**src/sv/ddd_pkg.sv**
```systemverilog
// ----------------------------------------------------------------------------
// ddd_pkg
// Shared types, constants and the month offset table.
// ----------------------------------------------------------------------------
`default_nettype none

package ddd_pkg;

  localparam int MONTH_W       = 4;
  localparam int DAY_W         = 5;
  localparam int OUT_W         = 23;
  localparam int DOY_W         = 9;
  localparam int DLT_W         = DOY_W + 1;
  localparam int REM_W         = 7;
  localparam int DIVISOR       = 100;
  localparam int DAYS_PER_YEAR = 365;

  // Reciprocal of one hundred scaled by 2**26 and rounded up.
  localparam int RECIP_W       = 20;
  localparam int RECIP_SHIFT   = 26;
  localparam int RECIP_100     = 671089;

  // Commands from the controller to the datapath.
  typedef struct packed {
    logic load;
    logic step;
    logic mul;
    logic sum;
    logic finish;
  } ddd_cmd_t;

  // Status from the datapath to the controller.
  typedef struct packed {
    logic out_free;
  } ddd_status_t;

  // Days before the first of each month in a common year.
  // Codes outside January to December map to zero.
  function automatic logic [DOY_W-1:0] month_offset(input logic [MONTH_W-1:0] m);
    logic [DOY_W-1:0] r;
    unique case (m)
      4'd2:    r = 9'd31;
      4'd3:    r = 9'd59;
      4'd4:    r = 9'd90;
      4'd5:    r = 9'd120;
      4'd6:    r = 9'd151;
      4'd7:    r = 9'd181;
      4'd8:    r = 9'd212;
      4'd9:    r = 9'd243;
      4'd10:   r = 9'd273;
      4'd11:   r = 9'd304;
      4'd12:   r = 9'd334;
      default: r = 9'd0;
    endcase
    return r;
  endfunction

endpackage

`default_nettype wire

```
**src/sv/date_day_difference.sv**
```systemverilog
// An accepted word passes the divide, multiply and sum states, then the output stage.
// The sequencer takes a word only when idle, so it takes none while one is in progress.
// The divide is one reciprocal multiply, so the states do not depend on YEAR_BITS.
// A new word is taken while a finished word still waits on out_stall; the new word
// then waits in the sequencer until the output register frees up.
// Reset (rst, synchronous) returns the sequencer to idle and clears out_valid.
// ----------------------------------------------------------------------------
// date_day_difference
// Days between two Gregorian dates, with a sequencer and a datapath.
// ----------------------------------------------------------------------------
`default_nettype none

module date_day_difference
  import ddd_pkg::*;
#(
  parameter int YEAR_BITS = 14
) (
  input  wire logic                 clk,
  input  wire logic                 rst,
  input  wire logic                 in_valid,
  output logic                      in_stall,
  input  wire logic [YEAR_BITS-1:0] year_a,
  input  wire logic [MONTH_W-1:0]   month_a,
  input  wire logic [DAY_W-1:0]     day_a,
  input  wire logic [YEAR_BITS-1:0] year_b,
  input  wire logic [MONTH_W-1:0]   month_b,
  input  wire logic [DAY_W-1:0]     day_b,
  output logic                      out_valid,
  input  wire logic                 out_stall,
  output logic [OUT_W-1:0]          day_difference
);

  ddd_cmd_t    cmd;
  ddd_status_t status;

  ddd_ctrl u_ctrl (
    .clk      (clk),
    .rst      (rst),
    .in_valid (in_valid),
    .in_stall (in_stall),
    .status   (status),
    .cmd      (cmd)
  );

  ddd_datapath #(.YEAR_BITS(YEAR_BITS)) u_dp (
    .clk            (clk),
    .rst            (rst),
    .cmd            (cmd),
    .status         (status),
    .year_a         (year_a),
    .month_a        (month_a),
    .day_a          (day_a),
    .year_b         (year_b),
    .month_b        (month_b),
    .day_b          (day_b),
    .out_valid      (out_valid),
    .out_stall      (out_stall),
    .day_difference (day_difference)
  );

endmodule

`default_nettype wire

```
**src/sv/ddd_div100.sv**
```systemverilog
// ----------------------------------------------------------------------------
// ddd_div100
// Divider by one hundred through a multiply by a scaled reciprocal.
// ----------------------------------------------------------------------------
`default_nettype none

module ddd_div100
  import ddd_pkg::*;
#(
  parameter int W = 14
) (
  input  wire logic             clk,
  input  wire logic             load,
  input  wire logic             step,
  input  wire logic [W-1:0]     din,
  output logic      [W-1:0]     quot,
  output logic      [REM_W-1:0] rem
);

  localparam int PROD_W = W + RECIP_W;

  logic [W-1:0]      dvd;
  logic [W-1:0]      q;
  logic [PROD_W-1:0] prod;

  // The reciprocal is rounded up, and the error stays below one hundredth
  // for dividends under about 1.8 million, so the floor comes out exact.
  assign prod = PROD_W'(dvd) * PROD_W'(RECIP_100);

  always_ff @(posedge clk) begin
    if (load) begin
      dvd <= din;
    end else if (step) begin
      q <= W'(prod >> RECIP_SHIFT);
    end
  end

  assign quot = q;
  // The remainder is below 128, so the low bits of the difference are enough.
  assign rem  = dvd[REM_W-1:0] - REM_W'(q[REM_W-1:0] * REM_W'(DIVISOR));

endmodule

`default_nettype wire

```
**src/sv/ddd_datapath.sv**
```systemverilog
// ----------------------------------------------------------------------------
// ddd_datapath
// Day counts for both dates, the year span and the output register.
// ----------------------------------------------------------------------------
`default_nettype none

module ddd_datapath
  import ddd_pkg::*;
#(
  parameter int YEAR_BITS = 14
) (
  input  wire logic                 clk,
  input  wire logic                 rst,
  input  wire ddd_cmd_t             cmd,
  output ddd_status_t               status,
  input  wire logic [YEAR_BITS-1:0] year_a,
  input  wire logic [MONTH_W-1:0]   month_a,
  input  wire logic [DAY_W-1:0]     day_a,
  input  wire logic [YEAR_BITS-1:0] year_b,
  input  wire logic [MONTH_W-1:0]   month_b,
  input  wire logic [DAY_W-1:0]     day_b,
  output logic                      out_valid,
  input  wire logic                 out_stall,
  output logic [OUT_W-1:0]          day_difference
);

  localparam int YB    = YEAR_BITS;
  localparam int DBY_W = YEAR_BITS + 9;
  localparam int SUM_W = (DBY_W + 1 > OUT_W) ? DBY_W + 1 : OUT_W;

  logic [YB-1:0]      ya, yb;
  logic [MONTH_W-1:0] ma, mb;
  logic [DAY_W-1:0]   da, db;
  logic               a_later;

  logic [YB-1:0]      qa1, qa2, qb1, qb2;
  logic [REM_W-1:0]   ra1, ra2, rb1, rb2;

  logic [DBY_W-1:0]   prod_a, prod_b;
  logic [YB-1:0]      lc_a, lc_b;
  logic [DOY_W-1:0]   doy_a, doy_b;
  logic [DBY_W-1:0]   dby_a, dby_b;
  logic signed [DLT_W-1:0] delta;

  logic [DBY_W-1:0]   span;
  logic [SUM_W-1:0]   result;

  // Lanes 1 divide the year by 100, lanes 2 divide the year over four by 100,
  // which gives the year over 400.
  ddd_div100 #(.W(YB)) u_div_a1 (
    .clk(clk), .load(cmd.load), .step(cmd.step),
    .din(year_a), .quot(qa1), .rem(ra1)
  );
  ddd_div100 #(.W(YB)) u_div_a2 (
    .clk(clk), .load(cmd.load), .step(cmd.step),
    .din({2'b00, year_a[YB-1:2]}), .quot(qa2), .rem(ra2)
  );
  ddd_div100 #(.W(YB)) u_div_b1 (
    .clk(clk), .load(cmd.load), .step(cmd.step),
    .din(year_b), .quot(qb1), .rem(rb1)
  );
  ddd_div100 #(.W(YB)) u_div_b2 (
    .clk(clk), .load(cmd.load), .step(cmd.step),
    .din({2'b00, year_b[YB-1:2]}), .quot(qb2), .rem(rb2)
  );

  function automatic logic is_leap(input logic [YB-1:0] y,
                                   input logic [REM_W-1:0] r1,
                                   input logic [REM_W-1:0] r2);
    logic by4;
    by4 = (y[1:0] == 2'b00);
    return by4 && ((r1 != '0) || (r2 == '0));
  endfunction

  // Leap years in years 0 to y-1: ceil(y/4) - ceil(y/100) + ceil(y/400).
  function automatic logic [YB-1:0] leap_count(input logic [YB-1:0] y,
                                               input logic [YB-1:0] q1,
                                               input logic [REM_W-1:0] r1,
                                               input logic [YB-1:0] q2,
                                               input logic [REM_W-1:0] r2);
    logic [YB-1:0] c4, c100, c400;
    c4   = {2'b00, y[YB-1:2]} + YB'(|y[1:0]);
    c100 = q1 + YB'(r1 != '0);
    c400 = q2 + YB'(!((y[1:0] == 2'b00) && (r2 == '0)));
    return c4 - c100 + c400;
  endfunction

  function automatic logic [DOY_W-1:0] day_of_year(input logic [MONTH_W-1:0] m,
                                                   input logic [DAY_W-1:0] d,
                                                   input logic leap);
    logic late;
    late = (m >= 4'd3) && (m <= 4'd12);
    return month_offset(m) + DOY_W'(d) + DOY_W'(late && leap);
  endfunction

  always_ff @(posedge clk) begin
    if (cmd.load) begin
      ya      <= year_a;
      yb      <= year_b;
      ma      <= month_a;
      mb      <= month_b;
      da      <= day_a;
      db      <= day_b;
      a_later <= (year_a > year_b);
    end
    if (cmd.mul) begin
      prod_a <= DBY_W'(ya) * DBY_W'(DAYS_PER_YEAR);
      prod_b <= DBY_W'(yb) * DBY_W'(DAYS_PER_YEAR);
      lc_a   <= leap_count(ya, qa1, ra1, qa2, ra2);
      lc_b   <= leap_count(yb, qb1, rb1, qb2, rb2);
      doy_a  <= day_of_year(ma, da, is_leap(ya, ra1, ra2));
      doy_b  <= day_of_year(mb, db, is_leap(yb, rb1, rb2));
    end
    if (cmd.sum) begin
      dby_a <= prod_a + DBY_W'(lc_a);
      dby_b <= prod_b + DBY_W'(lc_b);
      if (a_later) begin
        delta <= $signed({1'b0, doy_a}) - $signed({1'b0, doy_b});
      end else begin
        delta <= $signed({1'b0, doy_b}) - $signed({1'b0, doy_a});
      end
    end
    if (cmd.finish) begin
      day_difference <= result[OUT_W-1:0];
    end
  end

  assign span   = a_later ? (dby_a - dby_b) : (dby_b - dby_a);
  assign result = SUM_W'(span) + SUM_W'(delta);

  always_ff @(posedge clk) begin
    if (rst) begin
      out_valid <= 1'b0;
    end else if (cmd.finish) begin
      out_valid <= 1'b1;
    end else if (!out_stall) begin
      out_valid <= 1'b0;
    end
  end

  assign status.out_free = !out_valid || !out_stall;

endmodule

`default_nettype wire

```
**src/sv/ddd_ctrl.sv**
```systemverilog
// ----------------------------------------------------------------------------
// ddd_ctrl
// Sequencer: load, divide, multiply, sum, then hand off the word.
// ----------------------------------------------------------------------------
`default_nettype none

module ddd_ctrl
  import ddd_pkg::*;
(
  input  wire logic        clk,
  input  wire logic        rst,
  input  wire logic        in_valid,
  output logic             in_stall,
  input  wire ddd_status_t status,
  output ddd_cmd_t         cmd
);

  localparam logic [2:0] S_IDLE = 3'd0;
  localparam logic [2:0] S_DIV  = 3'd1;
  localparam logic [2:0] S_MUL  = 3'd2;
  localparam logic [2:0] S_SUM  = 3'd3;
  localparam logic [2:0] S_DONE = 3'd4;

  logic [2:0] state, state_next;

  always_comb begin
    state_next = state;
    cmd        = '0;
    unique case (state)
      S_IDLE: begin
        if (in_valid) begin
          cmd.load   = 1'b1;
          state_next = S_DIV;
        end
      end
      S_DIV: begin
        cmd.step   = 1'b1;
        state_next = S_MUL;
      end
      S_MUL: begin
        cmd.mul    = 1'b1;
        state_next = S_SUM;
      end
      S_SUM: begin
        cmd.sum    = 1'b1;
        state_next = S_DONE;
      end
      S_DONE: begin
        // Wait here while the previous word still sits unclaimed.
        if (status.out_free) begin
          cmd.finish = 1'b1;
          state_next = S_IDLE;
        end
      end
      default: begin
        state_next = S_IDLE;
      end
    endcase
  end

  always_ff @(posedge clk) begin
    if (rst) begin
      state <= S_IDLE;
    end else begin
      state <= state_next;
    end
  end

  assign in_stall = (state != S_IDLE);

endmodule

`default_nettype wire

```
**config.mk**
```make
export PLATFORM = sky130hd
export DESIGN_NAME = date_day_difference
export DESIGN_NICKNAME = d
export VERILOG_FILES = /design/src/sv/ddd_pkg.sv /design/src/sv/date_day_difference.sv /design/src/sv/ddd_div100.sv /design/src/sv/ddd_datapath.sv /design/src/sv/ddd_ctrl.sv
export SDC_FILE = /design/constraint.sdc
export NUM_CORES = 1
export LEC_CHECK = 0
export BUFFER_PORTS_ARGS = -buffer_cell sky130_fd_sc_hd__buf_2
export CORE_AREA = 2 2 267 269
export DETAILED_ROUTE_END_ITERATION = 10
export DIE_AREA = 0 0 269 271
export GPL_TIMING_DRIVEN = 0
export HOLD_SLACK_MARGIN = 0.06
export MAX_ROUTING_LAYER = met4
export PLACE_DENSITY_LB_ADDON = 0.08
export RECOVER_POWER = 50
export SETUP_SLACK_MARGIN = 0.4
export SYNTH_ARGS = -nofsm -noshare
export SYNTH_HDL_FRONTEND = slang
export SYNTH_HIERARCHICAL = 1
export SYNTH_SLANG_ARGS = --single-unit
```
**constraint.sdc**
```tcl
create_clock -name clk -period 16.2 [get_ports clk]
set_clock_uncertainty 0.1 [all_clocks]
set_input_delay 0.81 -clock clk [delete_from_list [all_inputs] [get_ports clk]]
set_output_delay 0.81 -clock clk [all_outputs]
set_load 0.02 [all_outputs]
```
== After elaboration in Yosys (flattened, before gate mapping) ==
Memory sizes are Yosys's and may differ from the RTL's. A register that Yosys moved wholly into a read port is not among the register bits.
Cells that the tools add are included.

* Word-level logic and storage cells: 120
* Register bits after elaboration: 278
* Output and inout port bits: 25
* Memories: 2
* Memory bits (read-only): 288
* Input bits: 50

* Reduce and logical (&&, ||, !) cells: 27
* Multiply operators: 10
* Bitwise logic cells: 1
* Equality and inequality tests: 7
* Magnitude comparators: 5
* Muxes and demuxes: 18
* Add/subtract/negate cells: 25

{| class="wikitable"
|+ Memories
! memory !! words !! bits a word !! read ports !! clocked after memory_dff !! wr ports !! RTL line !! source
|-
| (name not given) || 16 || 9 || 1 || 1 || 0 || ddd_pkg.sv:41 || <nowiki>unique case (m)</nowiki>
|-
| (name not given) || 16 || 9 || 1 || 1 || 0 || ddd_pkg.sv:41 ||
|}

{| class="wikitable"
|+ Operators with widths
! cell !! count
|-
| 14-bit by 20-bit multiplier with 34-bit output, second input constant || 2
|-
| 12-bit by 20-bit multiplier with 32-bit output, second input constant || 2
|-
| 23-bit by 14-bit adder with 23-bit output || 2
|-
| 14-bit by 9-bit multiplier with 23-bit output, second input constant || 2
|-
| 23-bit subtractor || 2
|-
| 8-bit by 1-bit adder with 9-bit output || 4
|-
| 14-bit adder || 2
|-
| 7-bit by 5-bit multiplier with 5-bit output, second input constant || 4
|-
| 14-bit subtractor || 2
|-
| 7-bit subtractor || 4
|-
| 12-bit by 1-bit adder with 13-bit output || 2
|-
| 23-bit adder || 1
|-
| 23-bit 2-to-1 mux || 1
|-
| 9-bit by 9-bit subtractor with 10-bit output || 2
|-
| 9-bit by 1-bit adder with 9-bit output || 2
|-
| 9-bit by 5-bit adder with 9-bit output || 2
|-
| 9-bit 2-to-1 mux || 2
|-
| 3-bit case mux with 5 select lines || 1
|-
| 14-bit > comparator || 1
|-
| 7-bit zero test || 2
|-
| 7-bit nonzero test || 2
|-
| 10-bit 2-to-1 mux || 1
|-
| 1-bit 2-to-1 mux || 9
|-
| 4-bit by 2-bit greater-or-equal comparator with 1-bit output, second input constant || 2
|-
| other kinds (17) || 37
|}

== Depth between registers and ports, before layout ==
* Depth after elaboration: 7
* Mapped depth: 24
* Gate-level depth less buffers: 24

== Modules after synthesis ==
The synthesis kept the hierarchy.

{| class="wikitable"
|+ Modules (own cells, without submodules)
! module !! instances !! cells an instance !! seq. area each (µm²) !! area an instance (µm²)
|-
| ddd_datapath || 1 || 2067 || 6926.6 || 21205.3
|-
| ddd_div100 at u_dp.u_div_a2 ... || 3 || 516 || 660.6 || 5408.9
|-
| ddd_div100 at u_dp.u_div_a1 || 1 || 539 || 660.6 || 5541.6
|-
| ddd_ctrl || 1 || 16 || 60.1 || 161.4
|}

== Worst setup path after synthesis ==
No wires, ideal clock.

* Path kind: register to register
* Start point: register u_ctrl.state[1]
* End point: register u_dp.doy_a[0] (enable)
* Clock period less this slack: 7.918 ns
* Setup slack: 8.282 ns
* Data required time: 15.426 ns
* Stages on the path, launching flop included: 2
* Path buffers: 0
* Setup time: 0.674 ns
* Arrival time: 7.143 ns
* Cells stage by stage: dfxtp_1 nor3b_1

{| class="wikitable"
|+ RTL lines
! element !! RTL line !! source
|-
| from (decl) || ddd_ctrl.sv:24 || <nowiki>logic [2:0] state, state_next;</nowiki>
|-
| from (signal assigned) || ddd_ctrl.sv:65 || <nowiki>state <= state_next;</nowiki>
|-
| to (signal assigned) || ddd_datapath.sv:111 || <nowiki>doy_a <= day_of_year(ma, da, is_leap(ya, ra1, ra2));</nowiki>
|-
| to (decl) || ddd_datapath.sv:41 || <nowiki>logic [DOY_W-1:0] doy_a, doy_b;</nowiki>
|}

==> flow_metrics.py <==
metrics = {
    "grt": {
        "grt_max_degree": 58,
        "gr-usage-met3": 0.0373,
        "top_usage_layer": "met2",
        "antenna_found_initial": 4,
        "grt_usage": 0.274,
        "grtUsageMet2": 0.452,
        "grt_pass1_wl_um": 152000,
        "use_met1": 0.359,
        "grt_overflow": 0,
        "grt_pass1_vias": 29800,
    },
    "timing": {
        "fin_crit_sh": 0.375,
        "post-route-min-period_ns": 6.08,
        "setup_tns_ns": 0,
        "worst_slew_pin_slew_ns": 3.31,
        "hold_ws_ns": 0.293,
        "finalHoldViolCount": 0,
        "slew_viol_final": 110,
        "rsz0062_at_grt": "no",
        "slew_headroom": -1.21,
        "clock.fmax_mhz": 165,
        "setup_viol": 0,
    },
    "min_path": {
        "hold_depth": 1,
        "holdCritPathClass": "primary input to flop",
    },
    "floorplan": {
        "die_w_um": 269,
        "io_pins": 75,
        "initial_utilization": 0.618,
        "fp.dieH_um": 271,
        "core-area_mm2": 0.0698,
        "die-area_mm2": 0.0729,
        "num_rows": 97,
    },
    "placed_design": {
        "portBuffers": 74,
        "dp_hpwl_um": 77600,
        "dp_cells": 5218,
        "gp_congestion": 0.941,
    },
    "synthesis": {
        "avgSynthCellArea_um2": 10.3,
        "synth_edf_count": 306,
        "yosys_warnings": 6,
        "yosysMostFrequentCell": "inv_1",
        "synthCells": 4170,
        "synthTopCellsByArea": "ha_1, fa_1, edfxtp_1, inv_1, xnor2_1",
        "ys_types": 96,
        "netlist.area_leader.share": 0.247,
        "synth_seq_cells": 328,
        "yosysSeqAreaShare": 0.223,
        "synth_ff_type": "edfxtp_1",
        "synth_common_cells": "inv_1, ha_1, fa_1",
        "syn_area_mm2": 0.0431,
        "async_flop_share": 0,
        "yosys.area.top_type": "ha_1",
    },
    "critical_path": {
        "start_kind": "flop",
        "slowest_stage": "clkbuf_1",
        "worstPathRequired_ns": 16.52,
        "crit_fanout": 33,
        "crit_chain": "or3_2, nor2_1, clkbuf_1, buf_12, buf_2, mux2i_1, inv_1, ha_1, o211ai_1, o21ai_0",
        "cp_data_arrival_time_ns": 6.40,
        "reg2reg_from": "u_ctrl/state[0]",
        "cp.depth": 10,
        "critPathKind": "flop to flop",
        "cpPeakStageDelay_ns": 1.45,
        "critPathTopFamily": "buffers and inverters",
        "crit_path_start": "u_ctrl/state[0]",
        "rr_worst_depth": 10,
        "crit_buf_inv": 4,
        "worst-r2r-setup-slack_ns": 10.12,
        "cp-end-kind": "flop",
    },
    "clock_network": {
        "clk_latency_ns": 0.60,
        "ctsHoldBuffers": 0,
        "cts_buffer_depth": 3,
        "cts_made_buffers": 40,
        "clkTransAtPathRegs_ns": 0.06,
        "cts_root_buffer": "clkbuf_16",
        "h-tree-depth": 2,
        "cts_sinks": 328,
        "postCtsSetupBuffers": 0,
        "cts_resized": 0,
        "cts_tree": "done",
    },
    "finish": {
        "stdcell_count": 5297,
        "final_nets": 5688,
        "drive_gt1_frac": 0.0455,
        "area_growth_pct": 7.12,
        "fillCellCount": 5644,
    },
    "job": {
        "drv_cap": 3,
    },
    "drt": {
        "drtPass1Iterations": 5,
        "wl_um": 91700,
        "drt_iter0_drc": 1442,
        "dr_total_vias": 28800,
        "drcViolationCount": 0,
        "routedWlPerCell_um": 17.3,
        "via_per_inst": 5.44,
        "postRouteAntennaNets": 0,
    },
    "run_status": {
        "status": "complete, but fails checks",
        "violations": "capacitance limit, slew limit",
    },
}
[how the worst min path moves through the flow]
stage                               start               to  slack (ns)
after floorplan           u_ctrl/state[2]  u_ctrl/state[0]        0.40
after detailed placement   u_dp/out_valid   u_dp/out_valid        0.41
after CTS                        day_a[2]       u_dp/da[2]        0.26
after global placement     u_dp/out_valid   u_dp/out_valid        0.39
after global routing             day_a[1]       u_dp/da[1]        0.26
final                            day_a[2]       u_dp/da[2]        0.29
[metrics by stage]
step / area, um2 / util / setup slack, ns
floorplan: 43200 / - / 8.28
global placement: 44800 / 0.642 / 5.19
detailed placement: 44900 / 0.644 / 10.24
CTS: 46300 / 0.664 / 10.22
global route: 46200 / 0.662 / 9.62
finish: 46200 / 0.662 / 10.12
[kinds of logic after synthesis]
group | count (synthesis) | synth area share
adder cells (fa/ha/maj) | 1317 | 0.463
multiplexers | 27 | 0.00641
buffers and inverters | 1042 | 0.0940
flip-flops | 328 | 0.223
other | 5 | 0.000435
AO/OA/AOI/OAI | 689 | 0.105
XOR/XNOR | 214 | 0.0438
AND/OR/NAND/NOR | 548 | 0.0643
[sequential cells by signal, summed over array words and instances (netlist names), 23 cells and up, named ones only]
signal / flops
u_dp/dby_b: 23
u_dp/prod_b: 23
u_dp/day_difference: 23
u_dp/prod_a: 23
u_dp/dby_a: 23
[cell usage in the layout (no fill, tap or decap), drive strengths merged, types with 22 or more instances in the layout]
cell type / Yosys / layout
a21oi: 230 / 230
o21ai: 128 / 128
nand2b: 23 / 23
xor2: 55 / 55
a21o: 75 / 75
mux2i: 22 / 22
a211oi: 32 / 32
o211ai: 29 / 29
edfxtp: 306 / 306
conb: 5 / 28
nor2b: 42 / 42
xnor2: 158 / 158
nor2: 117 / 117
nand4: 30 / 30
dfxtp: 22 / 22
fa: 465 / 465
nor3: 34 / 34
nand2: 146 / 146
inv: 979 / 985
ha: 852 / 852
nand3: 64 / 64
buf: 45 / 64
clkbuf: 18 / 137
o21a: 41 / 41
[routing by layer]
metal	part of all wire	up-vias
met5	0	-
met4	0.024	0
met3	0.042	122
met2	0.48	537
met1	0.45	14000
li1	-	14200
[layout make-up]
| class | count | area [um2] | share of cell area |
|---|---|---|---|
| inverters | 979 | 3670 | 0.0795 |
| repair buffers | 86 | 397 | 0.00858 |
| clock inverters | 22 | 216 | 0.00468 |
| clock buffers | 52 | 1190 | 0.0258 |
| well taps | 940 | 1180 | 0.0255 |
| multi-input cells | 2823 | 29500 | 0.639 |
| plain buffers | 63 | 377 | 0.00815 |
| diodes | 4 | 10.0 | 0.000217 |
| flip-flops and latches | 328 | 9630 | 0.208 |
Power is left out: the tool's default activity adds up to more than one toggle a clock period on the data nets, which glitch-free logic cannot reach.
